`config.mk`:
```
export PLATFORM = sky130hd
export DESIGN_NAME = send_sequence_ack_tracker_flat
export DESIGN_NICKNAME = d
export VERILOG_FILES = /design/src/rtl/sat_pkg.sv /design/src/rtl/sat_if.sv /design/src/rtl/sat_slot_store.sv /design/src/rtl/sat_event_out.sv /design/src/rtl/sat_sequencer.sv /design/src/rtl/send_sequence_ack_tracker.sv /design/src/flat_wrapper.sv
export SDC_FILE = /design/constraint.sdc
export NUM_CORES = 2
export LEC_CHECK = 0
export ABC_AREA = 0
export BUFFER_PORTS_ARGS = -buffer_cell sky130_fd_sc_hd__buf_2
export CORE_UTILIZATION = 45
export CTS_BUF_LIST = sky130_fd_sc_hd__clkbuf_8
export DETAILED_ROUTE_END_ITERATION = 6
export SLEW_MARGIN = 20
export SYNTH_ARGS = -nofsm -noshare
export SYNTH_HDL_FRONTEND = slang
export SYNTH_SLANG_ARGS = --single-unit
```
`constraint.sdc`:
```
create_clock -name clk -period 15.01 [get_ports clk]
set_clock_uncertainty 0.05 [all_clocks]
set_input_delay 1.501 -clock clk [delete_from_list [all_inputs] [get_ports clk]]
set_output_delay 1.501 -clock clk [all_outputs]
set_load 0.05 [all_outputs]
```
`src/rtl/sat_pkg.sv`:
```
`timescale 1ns / 1ps
// ----------------------------------------------------------------------------
// Send sequence ack tracker package
// Shared widths, operation and event codes, and the structs that pass
// control between the sequencer, the slot store and the event output stage.
// ----------------------------------------------------------------------------
package sat_pkg;

	localparam int WINDOW_SLOTS_DEF = 256;
	localparam int SEQ_MODULUS_DEF  = 2048;
	localparam int ACK_BITS_DEF     = 32;

	localparam int OP_W       = 2;
	localparam int KIND_W     = 2;
	localparam int SLOT_OUT_W = 8;
	localparam int SEQ_OUT_W  = 11;
	localparam int FLAGS_W    = 32;
	localparam int DROP_W     = 32;

	localparam logic [OP_W-1:0] OP_ISSUE = 2'd0;
	localparam logic [OP_W-1:0] OP_ACK   = 2'd1;
	localparam logic [OP_W-1:0] OP_DROP  = 2'd2;
	localparam logic [OP_W-1:0] OP_NONE  = 2'd3;

	localparam logic [KIND_W-1:0] KIND_ISSUE  = 2'd0;
	localparam logic [KIND_W-1:0] KIND_ACK    = 2'd1;
	localparam logic [KIND_W-1:0] KIND_RESEND = 2'd2;

	localparam logic [DROP_W-1:0] DROP_MAX = '1;

	typedef struct packed {
		logic [KIND_W-1:0]     kind;
		logic [SLOT_OUT_W-1:0] slot;
		logic [SEQ_OUT_W-1:0]  seq;
		logic [DROP_W-1:0]     drop;
	} evt_t;

	typedef struct packed {
		logic hit;
		logic fill;
		logic finish;
		evt_t evt;
	} evt_ctl_t;

	typedef struct packed {
		logic step_ok;
		logic fin_ok;
	} evt_sts_t;

	typedef struct packed {
		logic issue_we;
		logic ack_set;
		logic drop_clr;
	} store_op_t;

endpackage

```
`src/rtl/sat_if.sv`:
```
`timescale 1ns / 1ps
// ----------------------------------------------------------------------------
// Send sequence ack tracker channels
// Valid/ready channels for request words and event words.
// ----------------------------------------------------------------------------
interface sat_in_if;
	logic                         valid;
	logic                         ready;
	logic [sat_pkg::OP_W-1:0]     op;
	logic [sat_pkg::SEQ_OUT_W-1:0] ack_seq;
	logic [sat_pkg::FLAGS_W-1:0]  ack_flags;

	modport source (output valid, output op, output ack_seq, output ack_flags, input ready);
	modport sink (input valid, input op, input ack_seq, input ack_flags, output ready);
endinterface

interface sat_out_if;
	logic                           valid;
	logic                           ready;
	logic [sat_pkg::KIND_W-1:0]     event_kind;
	logic [sat_pkg::SLOT_OUT_W-1:0] slot;
	logic [sat_pkg::SEQ_OUT_W-1:0]  seq_number;
	logic [sat_pkg::DROP_W-1:0]     drop_total;
	logic                           last;

	modport source (output valid, output event_kind, output slot, output seq_number,
		output drop_total, output last, input ready);
	modport sink (input valid, input event_kind, input slot, input seq_number,
		input drop_total, input last, output ready);
endinterface

```
`src/rtl/sat_slot_store.sv`:
```
`timescale 1ns / 1ps
// ----------------------------------------------------------------------------
// Slot store
// Per-slot occupied and acked flags in flip-flops, and the stored sequence
// numbers in a memory with a registered read port.
// ----------------------------------------------------------------------------
module sat_slot_store #(
	parameter int WINDOW_SLOTS = sat_pkg::WINDOW_SLOTS_DEF,
	parameter int SEQ_W        = 11
) (
	input  logic                            clk,
	input  logic                            arst_n,
	input  sat_pkg::store_op_t              op,
	input  logic [$clog2(WINDOW_SLOTS)-1:0] addr,
	input  logic [SEQ_W-1:0]                wseq,
	output logic                            valid_bit,
	output logic                            acked_bit,
	output logic [SEQ_W-1:0]                rd_seq_q
);
	import sat_pkg::*;

	logic [WINDOW_SLOTS-1:0] valid_q;
	logic [WINDOW_SLOTS-1:0] acked_q;
	logic [SEQ_W-1:0]        seq_mem_q [WINDOW_SLOTS];

	assign valid_bit = valid_q[addr];
	assign acked_bit = acked_q[addr];

	always_ff @(posedge clk or negedge arst_n) begin
		if (!arst_n) begin
			valid_q <= '0;
			acked_q <= '0;
		end else begin
			if (op.issue_we) begin
				valid_q[addr] <= 1'b1;
				acked_q[addr] <= 1'b0;
			end
			if (op.ack_set) begin
				acked_q[addr] <= 1'b1;
			end
			if (op.drop_clr) begin
				valid_q[addr] <= 1'b0;
			end
		end
	end

	always_ff @(posedge clk) begin
		if (op.issue_we) begin
			seq_mem_q[addr] <= wseq;
		end
		rd_seq_q <= seq_mem_q[addr];
	end

endmodule

```
`src/rtl/sat_event_out.sv`:
```
`timescale 1ns / 1ps
// ----------------------------------------------------------------------------
// Event output stage
// Holds the newest event back by one so that the last flag is known, and
// drives the output register of the event channel.
// ----------------------------------------------------------------------------
module sat_event_out (
	input  logic                                clk,
	input  logic                                arst_n,
	input  sat_pkg::evt_ctl_t                   ctl,
	input  logic [sat_pkg::SEQ_OUT_W-1:0]       rd_seq,
	output sat_pkg::evt_sts_t                   sts,
	sat_out_if.source                           evt
);
	import sat_pkg::*;

	logic pend_valid_q;
	logic fill_q;
	evt_t pend_q;
	evt_t pend_eff;
	logic out_valid_q;
	evt_t out_q;
	logic last_q;
	logic can_push;
	logic take_new;
	logic push;

	always_comb begin
		pend_eff = pend_q;
		if (fill_q) begin
			pend_eff.seq = rd_seq;
		end
	end

	assign can_push    = !out_valid_q || evt.ready;
	assign sts.step_ok = !(ctl.hit && pend_valid_q && !can_push);
	assign sts.fin_ok  = !pend_valid_q || can_push;
	assign take_new    = ctl.hit && sts.step_ok;
	assign push        = pend_valid_q && ((take_new) || (ctl.finish && can_push));

	always_ff @(posedge clk or negedge arst_n) begin
		if (!arst_n) begin
			pend_valid_q <= 1'b0;
			fill_q       <= 1'b0;
			out_valid_q  <= 1'b0;
		end else begin
			if (take_new) begin
				pend_valid_q <= 1'b1;
				fill_q       <= ctl.fill;
			end else if (push) begin
				pend_valid_q <= 1'b0;
				fill_q       <= 1'b0;
			end else begin
				fill_q <= 1'b0;
			end
			if (push) begin
				out_valid_q <= 1'b1;
			end else if (evt.ready) begin
				out_valid_q <= 1'b0;
			end
		end
	end

	always_ff @(posedge clk) begin
		if (take_new) begin
			pend_q <= ctl.evt;
		end else if (fill_q) begin
			pend_q.seq <= rd_seq;
		end
		if (push) begin
			out_q  <= pend_eff;
			last_q <= ctl.finish;
		end
	end

	assign evt.valid      = out_valid_q;
	assign evt.event_kind = out_q.kind;
	assign evt.slot       = out_q.slot;
	assign evt.seq_number = out_q.seq;
	assign evt.drop_total = out_q.drop;
	assign evt.last       = last_q;

endmodule

```
`src/rtl/sat_sequencer.sv`:
```
`timescale 1ns / 1ps
// ----------------------------------------------------------------------------
// Scan sequencer
// Takes requests and walks the window one slot per cycle unless events stall,
// doing one read-modify-write of the slot flags per step and raising events.
// ----------------------------------------------------------------------------
module sat_sequencer #(
	parameter int WINDOW_SLOTS = sat_pkg::WINDOW_SLOTS_DEF,
	parameter int SEQ_MODULUS  = sat_pkg::SEQ_MODULUS_DEF,
	parameter int ACK_BITS     = sat_pkg::ACK_BITS_DEF,
	parameter int SEQ_W        = 11
) (
	input  logic                            clk,
	input  logic                            arst_n,
	sat_in_if.sink                          req,
	input  sat_pkg::evt_sts_t               sts,
	output sat_pkg::evt_ctl_t               ctl,
	output sat_pkg::store_op_t              sop,
	output logic [$clog2(WINDOW_SLOTS)-1:0] addr,
	output logic [SEQ_W-1:0]                wseq,
	input  logic                            valid_bit,
	input  logic                            acked_bit
);
	import sat_pkg::*;

	localparam int SLOT_W    = $clog2(WINDOW_SLOTS);
	localparam int CNT_W     = $clog2(ACK_BITS);
	localparam int RED_W     = (SEQ_W > SEQ_OUT_W) ? SEQ_W : SEQ_OUT_W;
	localparam int RED_STEPS = ((1 << SEQ_OUT_W) + SEQ_MODULUS - 1) / SEQ_MODULUS - 1;

	localparam logic [2:0] ST_IDLE   = 3'd0;
	localparam logic [2:0] ST_ISSUE  = 3'd1;
	localparam logic [2:0] ST_ACK    = 3'd2;
	localparam logic [2:0] ST_DROP   = 3'd3;
	localparam logic [2:0] ST_FINISH = 3'd4;

	logic [2:0]          state_q;
	logic [SEQ_W-1:0]    cur_q;
	logic [SEQ_W-1:0]    idx_q;
	logic [SLOT_W-1:0]   scan_q;
	logic [ACK_BITS-1:0] flags_q;
	logic [CNT_W-1:0]    cnt_q;
	logic [DROP_W-1:0]   drop_q;
	logic [SEQ_W-1:0]    next_cur;
	logic [SEQ_W-1:0]    idx_dec;
	logic [RED_W-1:0]    red;
	logic [DROP_W-1:0]   drop_next;
	logic                acc;
	logic                step;
	logic                last_step;

	assign req.ready = (state_q == ST_IDLE);
	assign acc       = req.valid && req.ready;
	assign next_cur  = (cur_q == SEQ_W'(SEQ_MODULUS - 1)) ? '0 : cur_q + 1'b1;
	assign idx_dec   = (idx_q == '0) ? SEQ_W'(SEQ_MODULUS - 1) : idx_q - 1'b1;
	assign drop_next = (drop_q == DROP_MAX) ? drop_q : drop_q + 1'b1;
	assign wseq      = next_cur;
	assign last_step = (cnt_q == CNT_W'(ACK_BITS - 1));

	always_comb begin
		red = RED_W'(req.ack_seq);
		for (int i = 0; i < RED_STEPS; i++) begin
			if (32'(red) >= SEQ_MODULUS) begin
				red = red - RED_W'(SEQ_MODULUS);
			end
		end
	end

	always_comb begin
		ctl        = '0;
		sop        = '0;
		addr       = scan_q;
		ctl.evt.drop = drop_q;
		case (state_q)
			ST_ISSUE: begin
				addr         = SLOT_W'(next_cur);
				ctl.hit      = 1'b1;
				ctl.evt.kind = KIND_ISSUE;
				ctl.evt.seq  = SEQ_OUT_W'(next_cur);
				sop.issue_we = sts.step_ok;
			end
			ST_ACK: begin
				addr         = SLOT_W'(idx_q);
				ctl.hit      = flags_q[0] && !acked_bit;
				ctl.evt.kind = KIND_ACK;
				ctl.evt.seq  = SEQ_OUT_W'(idx_q);
				sop.ack_set  = ctl.hit && sts.step_ok;
			end
			ST_DROP: begin
				ctl.hit      = valid_bit && !acked_bit;
				ctl.fill     = 1'b1;
				ctl.evt.kind = KIND_RESEND;
				ctl.evt.drop = drop_next;
				sop.drop_clr = ctl.hit && sts.step_ok;
			end
			ST_FINISH: begin
				ctl.finish = 1'b1;
			end
			default: begin
			end
		endcase
		ctl.evt.slot = SLOT_OUT_W'(addr);
	end

	assign step = ((state_q == ST_ACK) || (state_q == ST_DROP)) && sts.step_ok;

	always_ff @(posedge clk or negedge arst_n) begin
		if (!arst_n) begin
			state_q <= ST_IDLE;
			cur_q   <= '0;
			drop_q  <= '0;
			cnt_q   <= '0;
		end else begin
			case (state_q)
				ST_IDLE: begin
					cnt_q <= '0;
					if (acc) begin
						case (req.op)
							OP_ISSUE: state_q <= ST_ISSUE;
							OP_ACK:   state_q <= ST_ACK;
							OP_DROP:  state_q <= ST_DROP;
							default:  state_q <= ST_IDLE;
						endcase
					end
				end
				ST_ISSUE: begin
					cur_q   <= next_cur;
					state_q <= ST_FINISH;
				end
				ST_ACK, ST_DROP: begin
					if (step) begin
						cnt_q <= cnt_q + 1'b1;
						if (last_step) begin
							state_q <= ST_FINISH;
						end
						if ((state_q == ST_DROP) && ctl.hit) begin
							drop_q <= drop_next;
						end
					end
				end
				ST_FINISH: begin
					if (sts.fin_ok) begin
						state_q <= ST_IDLE;
					end
				end
				default: begin
					state_q <= ST_IDLE;
				end
			endcase
		end
	end

	always_ff @(posedge clk) begin
		if (acc) begin
			idx_q   <= SEQ_W'(red);
			flags_q <= ACK_BITS'(req.ack_flags);
			scan_q  <= SLOT_W'(32'(cur_q) + 32'd1);
		end else if (step) begin
			idx_q   <= idx_dec;
			flags_q <= flags_q >> 1;
			scan_q  <= scan_q + 1'b1;
		end
	end

endmodule

```
`src/rtl/send_sequence_ack_tracker.sv`:
```
`timescale 1ns / 1ps
// ----------------------------------------------------------------------------
// Send sequence ack tracker
// Sender-side reliability tracker over a window of sequence slots.
//
// Requests arrive as words on the req channel (issue, ack, drop check);
// events leave as words on the evt channel, the final event of a request
// carrying last. An issue gives one event; an ack or a drop check gives
// zero to ACK_BITS events. The block takes one request at a time.
// An issue passes through its issue and finish states before ready rises
// again; an ack or a drop check runs a scan that visits one window slot per
// cycle while the event stage does not stall, with one read-modify-write of
// the slot flags. Each event waits in the holding stage until the next event
// or the finish step moves it to the output register.
// When the receiver stalls, one event waits in the output register and one
// more in the holding stage; a further event stops the scan until the
// output register frees up.
// Reset empties all slots, clears the ack marks, the current sequence number
// and the drop counter at once; no clearing pass is needed.
// ----------------------------------------------------------------------------
module send_sequence_ack_tracker #(
	parameter int WINDOW_SLOTS = sat_pkg::WINDOW_SLOTS_DEF,
	parameter int SEQ_MODULUS  = sat_pkg::SEQ_MODULUS_DEF,
	parameter int ACK_BITS     = sat_pkg::ACK_BITS_DEF
) (
	input logic       clk,
	input logic       arst_n,
	sat_in_if.sink    req,
	sat_out_if.source evt
);
	import sat_pkg::*;

	localparam int SLOT_W = $clog2(WINDOW_SLOTS);
	localparam int SEQ_W  = $clog2(SEQ_MODULUS);

	evt_ctl_t          ctl;
	evt_sts_t          sts;
	store_op_t         sop;
	logic [SLOT_W-1:0] addr;
	logic [SEQ_W-1:0]  wseq;
	logic [SEQ_W-1:0]  rd_seq;
	logic              valid_bit;
	logic              acked_bit;

	sat_sequencer #(
		.WINDOW_SLOTS (WINDOW_SLOTS),
		.SEQ_MODULUS  (SEQ_MODULUS),
		.ACK_BITS     (ACK_BITS),
		.SEQ_W        (SEQ_W)
	) u_sequencer (
		.clk       (clk),
		.arst_n    (arst_n),
		.req       (req),
		.sts       (sts),
		.ctl       (ctl),
		.sop       (sop),
		.addr      (addr),
		.wseq      (wseq),
		.valid_bit (valid_bit),
		.acked_bit (acked_bit)
	);

	sat_slot_store #(
		.WINDOW_SLOTS (WINDOW_SLOTS),
		.SEQ_W        (SEQ_W)
	) u_slot_store (
		.clk       (clk),
		.arst_n    (arst_n),
		.op        (sop),
		.addr      (addr),
		.wseq      (wseq),
		.valid_bit (valid_bit),
		.acked_bit (acked_bit),
		.rd_seq_q  (rd_seq)
	);

	sat_event_out u_event_out (
		.clk    (clk),
		.arst_n (arst_n),
		.ctl    (ctl),
		.rd_seq (SEQ_OUT_W'(rd_seq)),
		.sts    (sts),
		.evt    (evt)
	);

endmodule

```
`src/flat_wrapper.sv`:
```
// flat-port wrapper written by rule: the top's interface ports become plain ports
module send_sequence_ack_tracker_flat import sat_pkg::*;
#(
	parameter int WINDOW_SLOTS = sat_pkg::WINDOW_SLOTS_DEF,
	parameter int SEQ_MODULUS  = sat_pkg::SEQ_MODULUS_DEF,
	parameter int ACK_BITS     = sat_pkg::ACK_BITS_DEF
)
  (clk, arst_n, req_valid, req_op, req_ack_seq, req_ack_flags, req_ready, evt_valid, evt_event_kind, evt_slot, evt_seq_number, evt_drop_total, evt_last, evt_ready);
  sat_in_if req_i ();
  sat_out_if evt_i ();
  input logic clk;
  input logic arst_n;
  input wire logic [$bits(req_i.valid)-1:0] req_valid;
  input wire logic [$bits(req_i.op)-1:0] req_op;
  input wire logic [$bits(req_i.ack_seq)-1:0] req_ack_seq;
  input wire logic [$bits(req_i.ack_flags)-1:0] req_ack_flags;
  output wire logic [$bits(req_i.ready)-1:0] req_ready;
  output wire logic [$bits(evt_i.valid)-1:0] evt_valid;
  output wire logic [$bits(evt_i.event_kind)-1:0] evt_event_kind;
  output wire logic [$bits(evt_i.slot)-1:0] evt_slot;
  output wire logic [$bits(evt_i.seq_number)-1:0] evt_seq_number;
  output wire logic [$bits(evt_i.drop_total)-1:0] evt_drop_total;
  output wire logic [$bits(evt_i.last)-1:0] evt_last;
  input wire logic [$bits(evt_i.ready)-1:0] evt_ready;
  assign req_i.valid = req_valid;
  assign req_i.op = req_op;
  assign req_i.ack_seq = req_ack_seq;
  assign req_i.ack_flags = req_ack_flags;
  assign req_ready = req_i.ready;
  assign evt_valid = evt_i.valid;
  assign evt_event_kind = evt_i.event_kind;
  assign evt_slot = evt_i.slot;
  assign evt_seq_number = evt_i.seq_number;
  assign evt_drop_total = evt_i.drop_total;
  assign evt_last = evt_i.last;
  assign evt_i.ready = evt_ready;
  send_sequence_ack_tracker #(.WINDOW_SLOTS(WINDOW_SLOTS), .SEQ_MODULUS(SEQ_MODULUS), .ACK_BITS(ACK_BITS)) u_core (.clk(clk), .arst_n(arst_n), .req(req_i), .evt(evt_i));
endmodule
```
==> metrics.cfg <==
[timing]
maxSlewHeadroom_pct = 7.57
setup_viol = 0
fmax_mhz = 125
min_period_over_period_pct = 53.3
finalCriticalPeriod_ns = 8.01
slew_viol_final = 0
tns_ns = 0
hold_viol = 0
hold_slack_ns = 0.253
worst_pin_slew_ns = 1.39
rsz0062_at_grt = false

[worst_setup_path]
cp-end-kind = flop
slowest_stage = nor2_4
cp_max_fo = 83
startpoint_type = flop
path_delay_family = buffers and inverters
critPathKind = flop to flop
cp_cell_sequence = xnor2_1 -> o21ai_1 -> o21a_4 -> inv_8 -> buf_4 -> buf_4 -> mux2_1 -> a222oi_1 -> o22ai_1 -> o21ai_1 -> nand2_1 -> a211oi_1 -> and3_1 -> nand4_4 -> buf_4 -> nor2_4 -> buf_4 -> a21oi_1
crit_top_cell = buf_4
cp.required_ns = 16.00
arrival_ns = 9.00
critPathMaxStageDelay_ns = 0.71
crit_buf_inv = 5

[cts]
clkLatencyLatePin_ns = 1.24
worst_setup_hold_path_clk_slew_ns = 0.06
ctsHoldBuffers = 0
cts_tree = done
htree_levels = 6
max-clock-path-buffers = 4
cts_buffers = 591
clock-root-buffer = clkbuf_8
cts_setup_buffers = 0
postCtsResizedCells = 0
clock-sinks = 3551

[logic_synthesis]
synth_edf_count = 2963
ys_seq_area_share_pct = 73.1
postSynthNetCount = 10800
ys_types = 89
syn_area_per_cell_um2 = 13.2
synth_top_area_cell = edfxtp_1
synth.most_common_cell = edfxtp_1
synth.area.top_cells = edfxtp_1 63%, dfrtp_1 10%, nand2_1 5.7%, o21ai_0 3.1%, a222oi_1 2.9%
ys_seq_elements = 3551
ys_top_cells_by_count = 2963 x edfxtp_1, 2144 x nand2_1, 889 x o21ai_0
synthesis.instances = 10700
syn_area_mm2 = 0.142
synth_top_area_share_pct = 62.8
synthFlopType = edfxtp_1
ys_warn_count = 0
ys_async_sr_fraction_pct = 15.9

[placement]
place_area_mm2 = 0.147
place_congestion = 0.949
place_hpwl_um = 264000
numPortBuffers = 104

[grt]
use_met2_pct = 43.5
grt_max_degree = 188
grt_antenna_before_repair = 26
grt.busiest_layer = met2
use_met3_pct = 6.81
grt_pass1_vias = 93900
grt_overflow = 0
grt.met1_usage_pct = 38.4
grt_usage_pct = 28.4
grt_pass1_wl_um = 660000

[floorplanning]
initial_utilization_pct = 45.3
die_x_um = 563
row_count = 205
coreArea_mm2 = 0.312
dieHeight_um = 563
die_area_mm2 = 0.317
boundaryPins = 105

[finish]
final_area_mm2 = 0.159
drive_gt1_share_pct = 12.6
area_growth_pct = 12.0
fillers = 26500
multiInputGateArea_mm2 = 0.0354
nets = 10900
seq_area_mm2 = 0.104

[flow_run]
drv_cap = 0

[route]
drt-initial-drc-count = 15300
dr.pass1.iters = 7
drc = 11
viasPerCell = 6.27
wl_um = 462000
avgRoutedWirePerCell_um = 29.8
ant_nets = 0
vias = 97300

[run_status]
status = complete, but fails checks
violations = design-rule violations

[min_path]
hold_class = input pin to async pin

## layer usage
layer  share of wire (%)  wire length (um)  up-vias
met1                  39            178000    48900
met2                  45            210000     6201
met5               0.022               103        -
met3                  11             52100     1091
met4                 4.7             21700       14
li1                    -                 -    41100
## worst paths after layout
path / start / to / slack [ns] / depth (start not counted)
max: u_core.u_sequencer.state_q[0] / u_core.u_slot_store.valid_q[87] / 7.00 / 18
min: arst_n / u_core.u_sequencer.drop_q[10] / 0.25 / 1
max reg2reg: u_core.u_sequencer.state_q[0] / u_core.u_slot_store.valid_q[87] / 7.00 / 18
min reg2reg: u_core.u_event_out.pend_eff[29] / u_core.u_event_out.evt.drop_total[29] / 0.37 / 0
max in group asynchronous: arst_n / u_core.u_slot_store.valid_q[220] / 11.60 / 4
min in group clk: u_core.u_event_out.pend_eff[29] / u_core.u_event_out.evt.drop_total[29] / 0.37 / 0
## cell usage in the layout, fill, tap and decap left out, types with 107 or more instances in the layout
master / count
a21oi_1: 762
a221oi_1: 146
a222oi_1: 409
a22oi_1: 207
buf_4: 254
clkbuf_8: 634
clkinv_1: 107
dfrtp_1: 566
edfxtp_1: 2963
inv_1: 214
mux2i_1: 213
nand2_1: 2124
nand3_1: 183
nor2_1: 534
nor2_2: 122
o211ai_1: 152
o21ai_0: 876
## registers in the layout, indices dropped and copies added, names as in the netlist
| name | count |
|---|---|
| u_core.u_sequencer.scan_q | 8 |
| u_core.u_event_out.evt.slot | 8 |
| u_core.u_event_out.evt.seq_number | 11 |
| u_core.u_slot_store.valid_q | 256 |
| u_core.u_event_out.fill_q | 1 |
| u_core.u_slot_store.acked_q | 256 |
| u_core.u_sequencer.state_q | 3 |
| u_core.u_slot_store.rd_seq_q | 11 |
| u_core.u_sequencer.flags_q | 32 |
| u_core.u_sequencer.drop_q | 32 |
| u_core.u_sequencer.cur_q | 11 |
| u_core.u_event_out.evt.event_kind | 2 |
| u_core.u_event_out.evt.valid | 1 |
| u_core.u_event_out.pend_eff | 42 |
| u_core.u_event_out.pend_q | 11 |
| u_core.u_event_out.evt.last | 1 |
| u_core.u_event_out.evt.drop_total | 32 |
| u_core.u_sequencer.cnt_q | 5 |
| u_core.u_sequencer.idx_q | 11 |
| u_core.u_event_out.pend_valid_q | 1 |
| u_core.u_slot_store.seq_mem_q | 2816 |
## cell type report
type / count / area share, %
Sequential cell: 3551 / 65.3
Multi-Input combinational cell: 6335 / 22.3
Clock buffer: 634 / 5.50
Tap cell: 4140 / 3.27
Timing Repair Buffer: 387 / 1.88
Clock inverter: 414 / 1.54
Inverter: 26 / 0.0955
Antenna cell: 22 / 0.0347
## worst reg2reg max path, stage by stage (launching register included)
cell	delay [ns]
dfrtp_1	0.55
xnor2_1	0.42
o21ai_1	0.28
o21a_4	0.33
inv_8	0.60
buf_4	0.65
buf_4	0.61
mux2_1	0.42
a222oi_1	0.28
o22ai_1	0.17
o21ai_1	0.29
nand2_1	0.16
a211oi_1	0.49
and3_1	0.31
nand4_4	0.23
buf_4	0.39
nor2_4	0.72
buf_4	0.68
a21oi_1	0.22
## cell families after synthesis
| family | after synthesis | synth area share [%] |
|---|---|---|
| AO/OA/AOI/OAI | 2831 | 13.1 |
| XOR/XNOR | 85 | 0.526 |
| adder cells (fa/ha/maj) | 8 | 0.0707 |
| buffers and inverters | 819 | 2.37 |
| multiplexers | 263 | 1.90 |
| flip-flops | 3551 | 73.1 |
| AND/OR/NAND/NOR | 3148 | 8.89 |
## metrics by stage
step                      util [%]  std cells  setup WS (ns)
after floorplan                  -      10700           1.30
after global placement        47.0      14400           7.37
after detailed placement      47.1      14400           7.28
after CTS                     50.7      15500           7.24
after global routing          50.7      15500           6.85
final                         50.7      15500           7.00
Power is not shown: default switching activity piles up to over one toggle a cycle in this logic, so the estimate is an artifact.
